--- config.mk ---
export PLATFORM = sky130hd
export DESIGN_NAME = fir_full_convolution_top_flat
export DESIGN_NICKNAME = d
export VERILOG_FILES = /design/src/firfc_pkg.sv /design/src/firfc_if.sv /design/src/fir_full_convolution_top.sv /design/src/firfc_ctrl.sv /design/src/firfc_datapath.sv /design/src/flat_wrapper.sv
export SDC_FILE = /design/constraint.sdc
export NUM_CORES = 2
export LEC_CHECK = 0
export ABC_AREA = 1
export BUFFER_PORTS_ARGS = -buffer_cell sky130_fd_sc_hd__clkbuf_2
export CAP_MARGIN = 20
export CELL_PAD_IN_SITES_DETAIL_PLACEMENT = 2
export CELL_PAD_IN_SITES_GLOBAL_PLACEMENT = 2
export CORE_ASPECT_RATIO = 0.75
export CORE_MARGIN = 3
export CORE_UTILIZATION = 30
export DETAILED_ROUTE_END_ITERATION = 10
export GPL_TIMING_DRIVEN = 0
export PLACE_DENSITY_LB_ADDON = 0.1
export SLEW_MARGIN = 20
export SYNTH_ARGS = -nofsm -noshare
export SYNTH_HDL_FRONTEND = slang
export SYNTH_SLANG_ARGS = --single-unit
--- constraint.sdc ---
create_clock -name clk -period 19.22 [get_ports clk]
set_input_delay 3.844 -clock clk [delete_from_list [all_inputs] [get_ports clk]]
set_output_delay 3.844 -clock clk [all_outputs]
set_load 0.02 [all_outputs]
--- src/firfc_pkg.sv ---
// firfc_pkg: shared constants, payload types and controller/datapath
// command and status structs for the full-convolution FIR block.
// No dependencies.
`default_nettype none

package firfc_pkg;

  localparam int TAPS  = 32;
  localparam int TAP_W = $clog2(TAPS);
  localparam int CNT_W = $clog2(TAPS + 1);
  localparam int TC_W  = 6;
  localparam int IDX_W = 5;
  localparam int SMP_W = 16;
  localparam int PRD_W = 2 * SMP_W;
  localparam int ACC_W = 40;
  localparam int FRAC  = 15;

  localparam logic [TC_W-1:0] TAP_COUNT_RST = TC_W'(32);

  localparam logic CMD_LOAD   = 1'b0;
  localparam logic CMD_SAMPLE = 1'b1;

  typedef logic signed [SMP_W-1:0] sample_t;

  typedef struct packed {
    logic             load_coef;
    logic             shift;
    logic             shift_zero;
    logic             clear_dl;
    logic             clear_acc;
    logic             mul_en;
    logic             out_load;
    logic             out_last;
    logic [TAP_W-1:0] tap_sel;
  } dp_cmd_t;

  typedef struct packed {
    logic out_free;
  } dp_stat_t;

endpackage

`default_nettype wire

--- src/firfc_if.sv ---
// firfc_if: valid/ready channel interfaces for input items and result items.
// Depends on firfc_pkg.
`default_nettype none

interface firfc_in_if;
  import firfc_pkg::*;
  logic                   valid;
  logic                   ready;
  logic                   cmd;
  logic [IDX_W-1:0]       tap_index;
  sample_t                value;
  logic                   last_sample;

  modport source (output valid, cmd, tap_index, value, last_sample, input ready);
  modport sink   (input valid, cmd, tap_index, value, last_sample, output ready);
endinterface

interface firfc_out_if;
  import firfc_pkg::*;
  logic    valid;
  logic    ready;
  sample_t out_sample;
  logic    saturated;
  logic    last_out;

  modport source (output valid, out_sample, saturated, last_out, input ready);
  modport sink   (input valid, out_sample, saturated, last_out, output ready);
endinterface

`default_nettype wire

--- src/fir_full_convolution_top.sv ---
// fir_full_convolution_top: top level joining the controller and datapath.
// Depends on firfc_pkg, firfc_if, firfc_ctrl and firfc_datapath.
`default_nettype none

// A load item (cmd 0) writes one Q1.15 tap. A sample item (cmd 1) shifts
// into the delay line and gives one output after one pass of the single
// shared 16x16 multiply-accumulate over the active taps. Let n be tap_count
// held to the range 1 to 32. After a sample, the next item is taken once
// S_MAC and S_ADD are done and the result register is free. A sample with
// last_sample set adds n - 1 tail outputs, then clears the delay line.
// The final output carries last_out. Each output waits while the result
// register is still held by the sink. Outputs are rounded half up to Q1.15
// and saturated with a flag. A finished output waits in the result register
// without stalling a following load item. tap_count (reset 32) is written
// via cfg_we/cfg_wdata; the user must do it only while idle (not enforced).
module fir_full_convolution_top (
  input  wire logic                       clk,
  input  wire logic                       rst,
  firfc_in_if.sink                        samples,
  firfc_out_if.source                     results,
  input  wire logic                       cfg_we,
  input  wire logic [firfc_pkg::TC_W-1:0] cfg_wdata
);
  import firfc_pkg::*;

  dp_cmd_t  cmd;
  dp_stat_t stat;
  logic     in_ready;

  assign samples.ready = in_ready;

  firfc_ctrl u_ctrl (
    .clk       (clk),
    .rst       (rst),
    .in_valid  (samples.valid),
    .in_cmd    (samples.cmd),
    .in_last   (samples.last_sample),
    .in_ready  (in_ready),
    .cfg_we    (cfg_we),
    .cfg_wdata (cfg_wdata),
    .cmd       (cmd),
    .stat      (stat)
  );

  firfc_datapath u_dp (
    .clk       (clk),
    .rst       (rst),
    .cmd       (cmd),
    .stat      (stat),
    .tap_index (samples.tap_index),
    .value     (samples.value),
    .results   (results)
  );

endmodule

`default_nettype wire

--- src/firfc_ctrl.sv ---
// firfc_ctrl: sequencer for coefficient loads, per-output MAC passes and
// tail generation; holds the tap_count register. Depends on firfc_pkg.
`default_nettype none

module firfc_ctrl (
  input  wire logic                     clk,
  input  wire logic                     rst,
  input  wire logic                     in_valid,
  input  wire logic                     in_cmd,
  input  wire logic                     in_last,
  output logic                          in_ready,
  input  wire logic                     cfg_we,
  input  wire logic [firfc_pkg::TC_W-1:0] cfg_wdata,
  output firfc_pkg::dp_cmd_t            cmd,
  input  wire firfc_pkg::dp_stat_t      stat
);
  import firfc_pkg::*;

  localparam logic [1:0] S_IDLE = 2'd0;
  localparam logic [1:0] S_MAC  = 2'd1;
  localparam logic [1:0] S_ADD  = 2'd2;
  localparam logic [1:0] S_EMIT = 2'd3;

  logic [1:0]       state, state_next;
  logic [TC_W-1:0]  tap_count;
  logic [CNT_W-1:0] act;
  logic [TAP_W-1:0] tap, tap_next;
  logic [TAP_W-1:0] tail, tail_next;
  logic             run_last, run_last_next;

  always_comb begin
    if (tap_count == '0) begin
      act = CNT_W'(1);
    end else if (int'(tap_count) > TAPS) begin
      act = CNT_W'(TAPS);
    end else begin
      act = CNT_W'(tap_count);
    end
  end

  always_ff @(posedge clk) begin
    if (rst) begin
      state     <= S_IDLE;
      tap_count <= TAP_COUNT_RST;
      tap       <= '0;
      tail      <= '0;
      run_last  <= 1'b0;
    end else begin
      state    <= state_next;
      tap      <= tap_next;
      tail     <= tail_next;
      run_last <= run_last_next;
      if (cfg_we) begin
        tap_count <= cfg_wdata;
      end
    end
  end

  always_comb begin
    state_next    = state;
    tap_next      = tap;
    tail_next     = tail;
    run_last_next = run_last;
    in_ready      = 1'b0;
    cmd           = '0;
    cmd.tap_sel   = tap;
    case (state)
      S_IDLE: begin
        in_ready = 1'b1;
        if (in_valid) begin
          if (in_cmd == CMD_SAMPLE) begin
            cmd.shift     = 1'b1;
            cmd.clear_acc = 1'b1;
            tap_next      = '0;
            run_last_next = in_last;
            tail_next     = in_last ? TAP_W'(act - CNT_W'(1)) : '0;
            state_next    = S_MAC;
          end else begin
            cmd.load_coef = 1'b1;
          end
        end
      end
      S_MAC: begin
        cmd.mul_en = 1'b1;
        tap_next   = tap + TAP_W'(1);
        if (CNT_W'(tap) == act - CNT_W'(1)) begin
          state_next = S_ADD;
        end
      end
      S_ADD: begin
        state_next = S_EMIT;
      end
      S_EMIT: begin
        if (stat.out_free) begin
          cmd.out_load = 1'b1;
          cmd.out_last = run_last && (tail == '0);
          if (tail != '0) begin
            cmd.shift      = 1'b1;
            cmd.shift_zero = 1'b1;
            cmd.clear_acc  = 1'b1;
            tail_next      = tail - TAP_W'(1);
            tap_next       = '0;
            state_next     = S_MAC;
          end else begin
            cmd.clear_dl = run_last;
            state_next   = S_IDLE;
          end
        end
      end
      default: begin
        state_next = S_IDLE;
      end
    endcase
  end

endmodule

`default_nettype wire

--- src/firfc_datapath.sv ---
// firfc_datapath: coefficient store, delay line, shared multiplier,
// 40-bit accumulator, round/saturate and result register.
// Depends on firfc_pkg and firfc_if.
`default_nettype none

module firfc_datapath (
  input  wire logic                        clk,
  input  wire logic                        rst,
  input  wire firfc_pkg::dp_cmd_t          cmd,
  output firfc_pkg::dp_stat_t              stat,
  input  wire logic [firfc_pkg::IDX_W-1:0] tap_index,
  input  wire firfc_pkg::sample_t          value,
  firfc_out_if.source                      results
);
  import firfc_pkg::*;

  sample_t                   coef [TAPS];
  sample_t                   dl   [TAPS];
  logic signed [PRD_W-1:0]   prod;
  logic                      prod_vld;
  logic signed [ACC_W-1:0]   acc;
  logic signed [ACC_W-1:0]   rnd;
  logic                      sat;
  sample_t                   res;
  logic                      out_valid;

  assign stat.out_free = !out_valid || results.ready;

  always_ff @(posedge clk) begin
    if (rst) begin
      for (int i = 0; i < TAPS; i++) begin
        coef[i] <= '0;
      end
    end else if (cmd.load_coef && (int'(tap_index) < TAPS)) begin
      coef[TAP_W'(tap_index)] <= value;
    end
  end

  always_ff @(posedge clk) begin
    if (rst || cmd.clear_dl) begin
      for (int i = 0; i < TAPS; i++) begin
        dl[i] <= '0;
      end
    end else if (cmd.shift) begin
      dl[0] <= cmd.shift_zero ? sample_t'(0) : value;
      for (int i = 1; i < TAPS; i++) begin
        dl[i] <= dl[i-1];
      end
    end
  end

  always_ff @(posedge clk) begin
    prod <= coef[cmd.tap_sel] * dl[cmd.tap_sel];
  end

  always_ff @(posedge clk) begin
    if (rst) begin
      prod_vld <= 1'b0;
      acc      <= '0;
    end else begin
      prod_vld <= cmd.mul_en;
      if (cmd.clear_acc) begin
        acc <= '0;
      end else if (prod_vld) begin
        acc <= acc + ACC_W'(prod);
      end
    end
  end

  always_comb begin
    rnd = acc + ACC_W'(1 << (FRAC - 1));
    sat = !((&rnd[ACC_W-1:FRAC+SMP_W-1]) || !(|rnd[ACC_W-1:FRAC+SMP_W-1]));
    if (sat) begin
      res = rnd[ACC_W-1] ? sample_t'(-32768) : sample_t'(32767);
    end else begin
      res = rnd[FRAC+SMP_W-1:FRAC];
    end
  end

  always_ff @(posedge clk) begin
    if (rst) begin
      out_valid <= 1'b0;
    end else if (cmd.out_load) begin
      out_valid <= 1'b1;
    end else if (results.ready) begin
      out_valid <= 1'b0;
    end
  end

  always_ff @(posedge clk) begin
    if (cmd.out_load) begin
      results.out_sample <= res;
      results.saturated  <= sat;
      results.last_out   <= cmd.out_last;
    end
  end

  assign results.valid = out_valid;

endmodule

`default_nettype wire

--- src/flat_wrapper.sv ---
// flat-port wrapper written by rule: the top's interface ports become plain ports
module fir_full_convolution_top_flat import firfc_pkg::*;
  (clk, rst, cfg_we, cfg_wdata, samples_valid, samples_cmd, samples_tap_index, samples_value, samples_last_sample, samples_ready, results_valid, results_out_sample, results_saturated, results_last_out, results_ready);
  firfc_in_if samples_i ();
  firfc_out_if results_i ();
  input  wire logic clk;
  input  wire logic rst;
  input  wire logic cfg_we;
  input  wire logic [firfc_pkg::TC_W-1:0] cfg_wdata;
  input wire logic [$bits(samples_i.valid)-1:0] samples_valid;
  input wire logic [$bits(samples_i.cmd)-1:0] samples_cmd;
  input wire logic [$bits(samples_i.tap_index)-1:0] samples_tap_index;
  input wire logic [$bits(samples_i.value)-1:0] samples_value;
  input wire logic [$bits(samples_i.last_sample)-1:0] samples_last_sample;
  output wire logic [$bits(samples_i.ready)-1:0] samples_ready;
  output wire logic [$bits(results_i.valid)-1:0] results_valid;
  output wire logic [$bits(results_i.out_sample)-1:0] results_out_sample;
  output wire logic [$bits(results_i.saturated)-1:0] results_saturated;
  output wire logic [$bits(results_i.last_out)-1:0] results_last_out;
  input wire logic [$bits(results_i.ready)-1:0] results_ready;
  assign samples_i.valid = samples_valid;
  assign samples_i.cmd = samples_cmd;
  assign samples_i.tap_index = samples_tap_index;
  assign samples_i.value = samples_value;
  assign samples_i.last_sample = samples_last_sample;
  assign samples_ready = samples_i.ready;
  assign results_valid = results_i.valid;
  assign results_out_sample = results_i.out_sample;
  assign results_saturated = results_i.saturated;
  assign results_last_out = results_i.last_out;
  assign results_i.ready = results_ready;
  fir_full_convolution_top u_core (.clk(clk), .rst(rst), .samples(samples_i), .results(results_i), .cfg_we(cfg_we), .cfg_wdata(cfg_wdata));
endmodule
==> qor.csv <==
stage;metric;value;unit
cts;clk_pin_slew;0.06;ns
setup_path;crit_required;19.83;ns
routing;route.vias.total;57200;
place;dp_hpwl;264;mm
cts;clock_latency;0.82;ns
sta;relSlewSlack;0.115;
yosys;syn_inst;6986;
sta;setup_viol_count_final;0;
yosys;synth-seq-cells;1140;
setup_path;r2r_end;u_core.u_dp.prod[31];
routing;drc_errors;0;
routing;wirelength;356;mm
floorplan;rows;146;
setup_path;critPathKind;flip-flop to flip-flop;
setup_path;worstPathMaxFanout;10;
setup_path;crit_slowest_cell;fa_1;
floorplan;num_io_pins;54;
yosys;syn_nets;7412;
outcome;status;complete, no violations;
sta;rsz0062_at_grt;no;
final_layout;final_nets;7642;
grt;grt_pass1_wl;482;mm
grt;grt-ovfl-total;0;
grt;grt_max_degree;54;
setup_path;arrival;10.96;ns
cts;h-tree-depth;4;
grt;grt_use_total;0.315;
grt;grt_antenna_before_repair;82;
min_path;hold_depth;2;
yosys;seq_area_frac_synth;0.516;
sta;fin_ws;8.87;ns
job;drv_cap;0;
routing;routedWlPerCell;35.0;um
floorplan;initial_core_util;0.303;
setup_path;crit_top_cell;fa_1;
routing;firstDrtPassIters;5;
cts;clockBufferDepth;4;
cts;cts-root-buf;clkbuf_16;
cts;cts_setup_buffers;0;
min_path;hp-class;flip-flop to flip-flop;
cts;cts.sinks;1140;
min_path;whs_endpoint;u_core.u_dp.acc[0];
floorplan;core_region_area;212000;um2
final_layout;fill_cells;23500;
setup_path;start_kind;flip-flop;
sta;worst_pin_slew;1.33;ns
yosys;ys_warn_count;0;
sta;hold_viol_final;0;
setup_path;slowest_delay;0.98;ns
setup_path;rrSetupSlack;8.87;ns
final_layout;layout-drive-gt1-share;0.0848;
floorplan;die_x;541;um
yosys;synthFlopType;edfxtp_1;
yosys;synth_edf_count;1042;
min_path;min_from;u_core.u_dp.acc[0];
sta;finalCritPeriodShare;0.539;
final_layout;layout_commonest_cell;nor2_1;
sta;fin_skew;0.0744;ns
final_layout;final_cell_mix;nor2_1, inv_1, edfxtp_1;
routing;initialDrtViolationCount;8283;
routing;viasPerCell;5.64;
final_layout;utilization;0.346;
place;io_buffers;52;
cts;cts-buffers-inserted;143;
floorplan;die_h;407;um
cts;ctsResizeCount;0;
yosys;async_flop_share;0;
final_layout;syn2layout_area_growth;13.9;%
place;gp_congestion;0.925;
place;dp_slack;9.04;ns
final_layout;multi_input_area;25000;um2
setup_path;r2r_cells;28;
routing;ant_nets;0;
cts;cts_tree;yes;
yosys;syn-cell-area;64400;um2
yosys;avgSynthCellArea;9.22;um2
floorplan;die-area;220000;um2
yosys;ys_types;53;
grt;grt_pass1_vias;56600;
sta;slew_violations;0;
sta;clock.fmax;0.0966;GHz
final_layout;seq_area;33300;um2
sta;min_period;10.35;ns
cts;cts_hold_buf;0;
setup_path;endpoint_kind;flip-flop;
==> final cells by class <==
cell class                 count  area share
timing repair buffer          85      0.0137
buffer                       394      0.0289
clock buffer                 180      0.0512
tap                         2812      0.0479
inverter                    1093      0.0560
antenna                       31     0.00106
multi-input combinational   4359       0.341
clock inverter                62     0.00679
sequential                  1140       0.453
==> cells in the mapped netlist, types with 3 or more instances <==
| cell | count | area [um2] |
|---|---|---|
| nor2_1 | 1653 | 6200 |
| inv_1 | 1063 | 3990 |
| edfxtp_1 | 1042 | 31300 |
| o21ai_0 | 687 | 3440 |
| nand2_1 | 613 | 2300 |
| a21oi_1 | 388 | 1940 |
| fa_1 | 263 | 5270 |
| clkbuf_1 | 196 | 736 |
| nand3_1 | 169 | 846 |
| ha_1 | 129 | 1610 |
| buf_2 | 99 | 495 |
| dfxtp_1 | 98 | 1960 |
| o221ai_1 | 90 | 788 |
| o21ai_1 | 60 | 300 |
| xor2_1 | 51 | 447 |
| buf_4 | 43 | 323 |
| o22ai_1 | 38 | 238 |
| nor3_1 | 34 | 170 |
| buf_6 | 30 | 338 |
| nand2_2 | 29 | 181 |
| inv_2 | 27 | 101 |
| nand4_1 | 24 | 150 |
| xnor2_1 | 20 | 175 |
| buf_1 | 18 | 67.6 |
| o21ai_2 | 18 | 158 |
| o211ai_1 | 12 | 90.1 |
| o21ai_4 | 10 | 163 |
| o21bai_1 | 10 | 75.1 |
| a21boi_0 | 8 | 60.1 |
| a31oi_1 | 7 | 43.8 |
| a211oi_1 | 6 | 45.0 |
| a21o_1 | 6 | 45.0 |
| nand3b_1 | 6 | 45.0 |
| clkbuf_2 | 5 | 25.0 |
| or2_2 | 4 | 25.0 |
| nor2_2 | 3 | 18.8 |
| nor3_2 | 3 | 30.0 |
| o21a_1 | 3 | 22.5 |
==> cell families (layout without fill, tap and decap cells) <==
family / Yosys count / count (layout) / share of synthesized area
other cells: 0 / 31 / 0
flops: 1140 / 1140 / 0.516
compound gates: 1349 / 1349 / 0.116
xor+xnor: 71 / 71 / 0.00966
simple gates: 2547 / 2547 / 0.156
fa+ha+maj: 392 / 392 / 0.107
buf+inv: 1487 / 1814 / 0.0954
==> flip-flops by register name, indices dropped and copies added, names as in the netlist, named ones only <==
register / cells
u_core.u_dp.coef: 512
u_core.u_dp.dl: 512
u_core.u_dp.acc: 40
u_core.u_dp.prod: 32
u_core.u_dp.results.out_sample: 16
u_core.u_ctrl.tap_count: 6
u_core.u_ctrl.tail: 5
u_core.u_ctrl.tap: 5
u_core.u_ctrl.state: 2
u_core.u_ctrl.run_last: 1
u_core.u_dp.prod_vld: 1
u_core.u_dp.results.last_out: 1
u_core.u_dp.results.saturated: 1
u_core.u_dp.results.valid: 1
==> per-layer routing <==
| layer | vias to the layer above | global-route usage | wire length, um |
|---|---|---|---|
| met5 | - | 0 | 0 |
| met3 | 454 | 0.0858 | 41400 |
| met2 | 3241 | 0.421 | 138000 |
| met4 | 0 | 0.0754 | 9020 |
| met1 | 30300 | 0.494 | 167000 |
| li1 | 23300 | - | - |
==> critical path, delay by kind of cell (launching register included) <==
family | cells | cell delay (ns)
AOI/OAI and AO/OA | 5 | 1.38
and+or+nand+nor | 7 | 1.40
adders and majority gates | 7 | 3.92
xor gates and xnor gates | 1 | 0.64
DFF | 1 | 0.44
buffers and inverters | 8 | 2.33
==> how the worst max path moves through the flow <==
stage | startpoint | end | slack [ns] | depth (start not counted)
3_5_place_dp | flip-flop | u_core.u_dp.prod[31] | 9.04 | 29
3_3_place_gp | results_ready | u_core.u_dp.dl[5][5] | -4.90 | 7
2_1_floorplan | results_ready | u_core.u_dp.dl[0][0] | 2.95 | 4
6_report | flip-flop | u_core.u_dp.prod[31] | 8.87 | 28
5_1_grt | flip-flop | u_core.u_dp.prod[31] | 8.59 | 30
4_1_cts | flip-flop | u_core.u_dp.prod[31] | 9.01 | 29
==> per-stage QoR <==
stage	hold slack [ns]	std cells	setup TNS, ns	instance area (um2)
finish	0.479	10200	0	73400
global route	0.518	10100	0	73300
floorplan	0.445	6986	0	64400
detailed placement	0.470	9882	0	69000
CTS	0.479	10100	0	73300
global placement	0.455	9850	-2447.51	68200
Power is not shown: default switching activity piles up to over one toggle a cycle in this logic, so the estimate is an artifact.
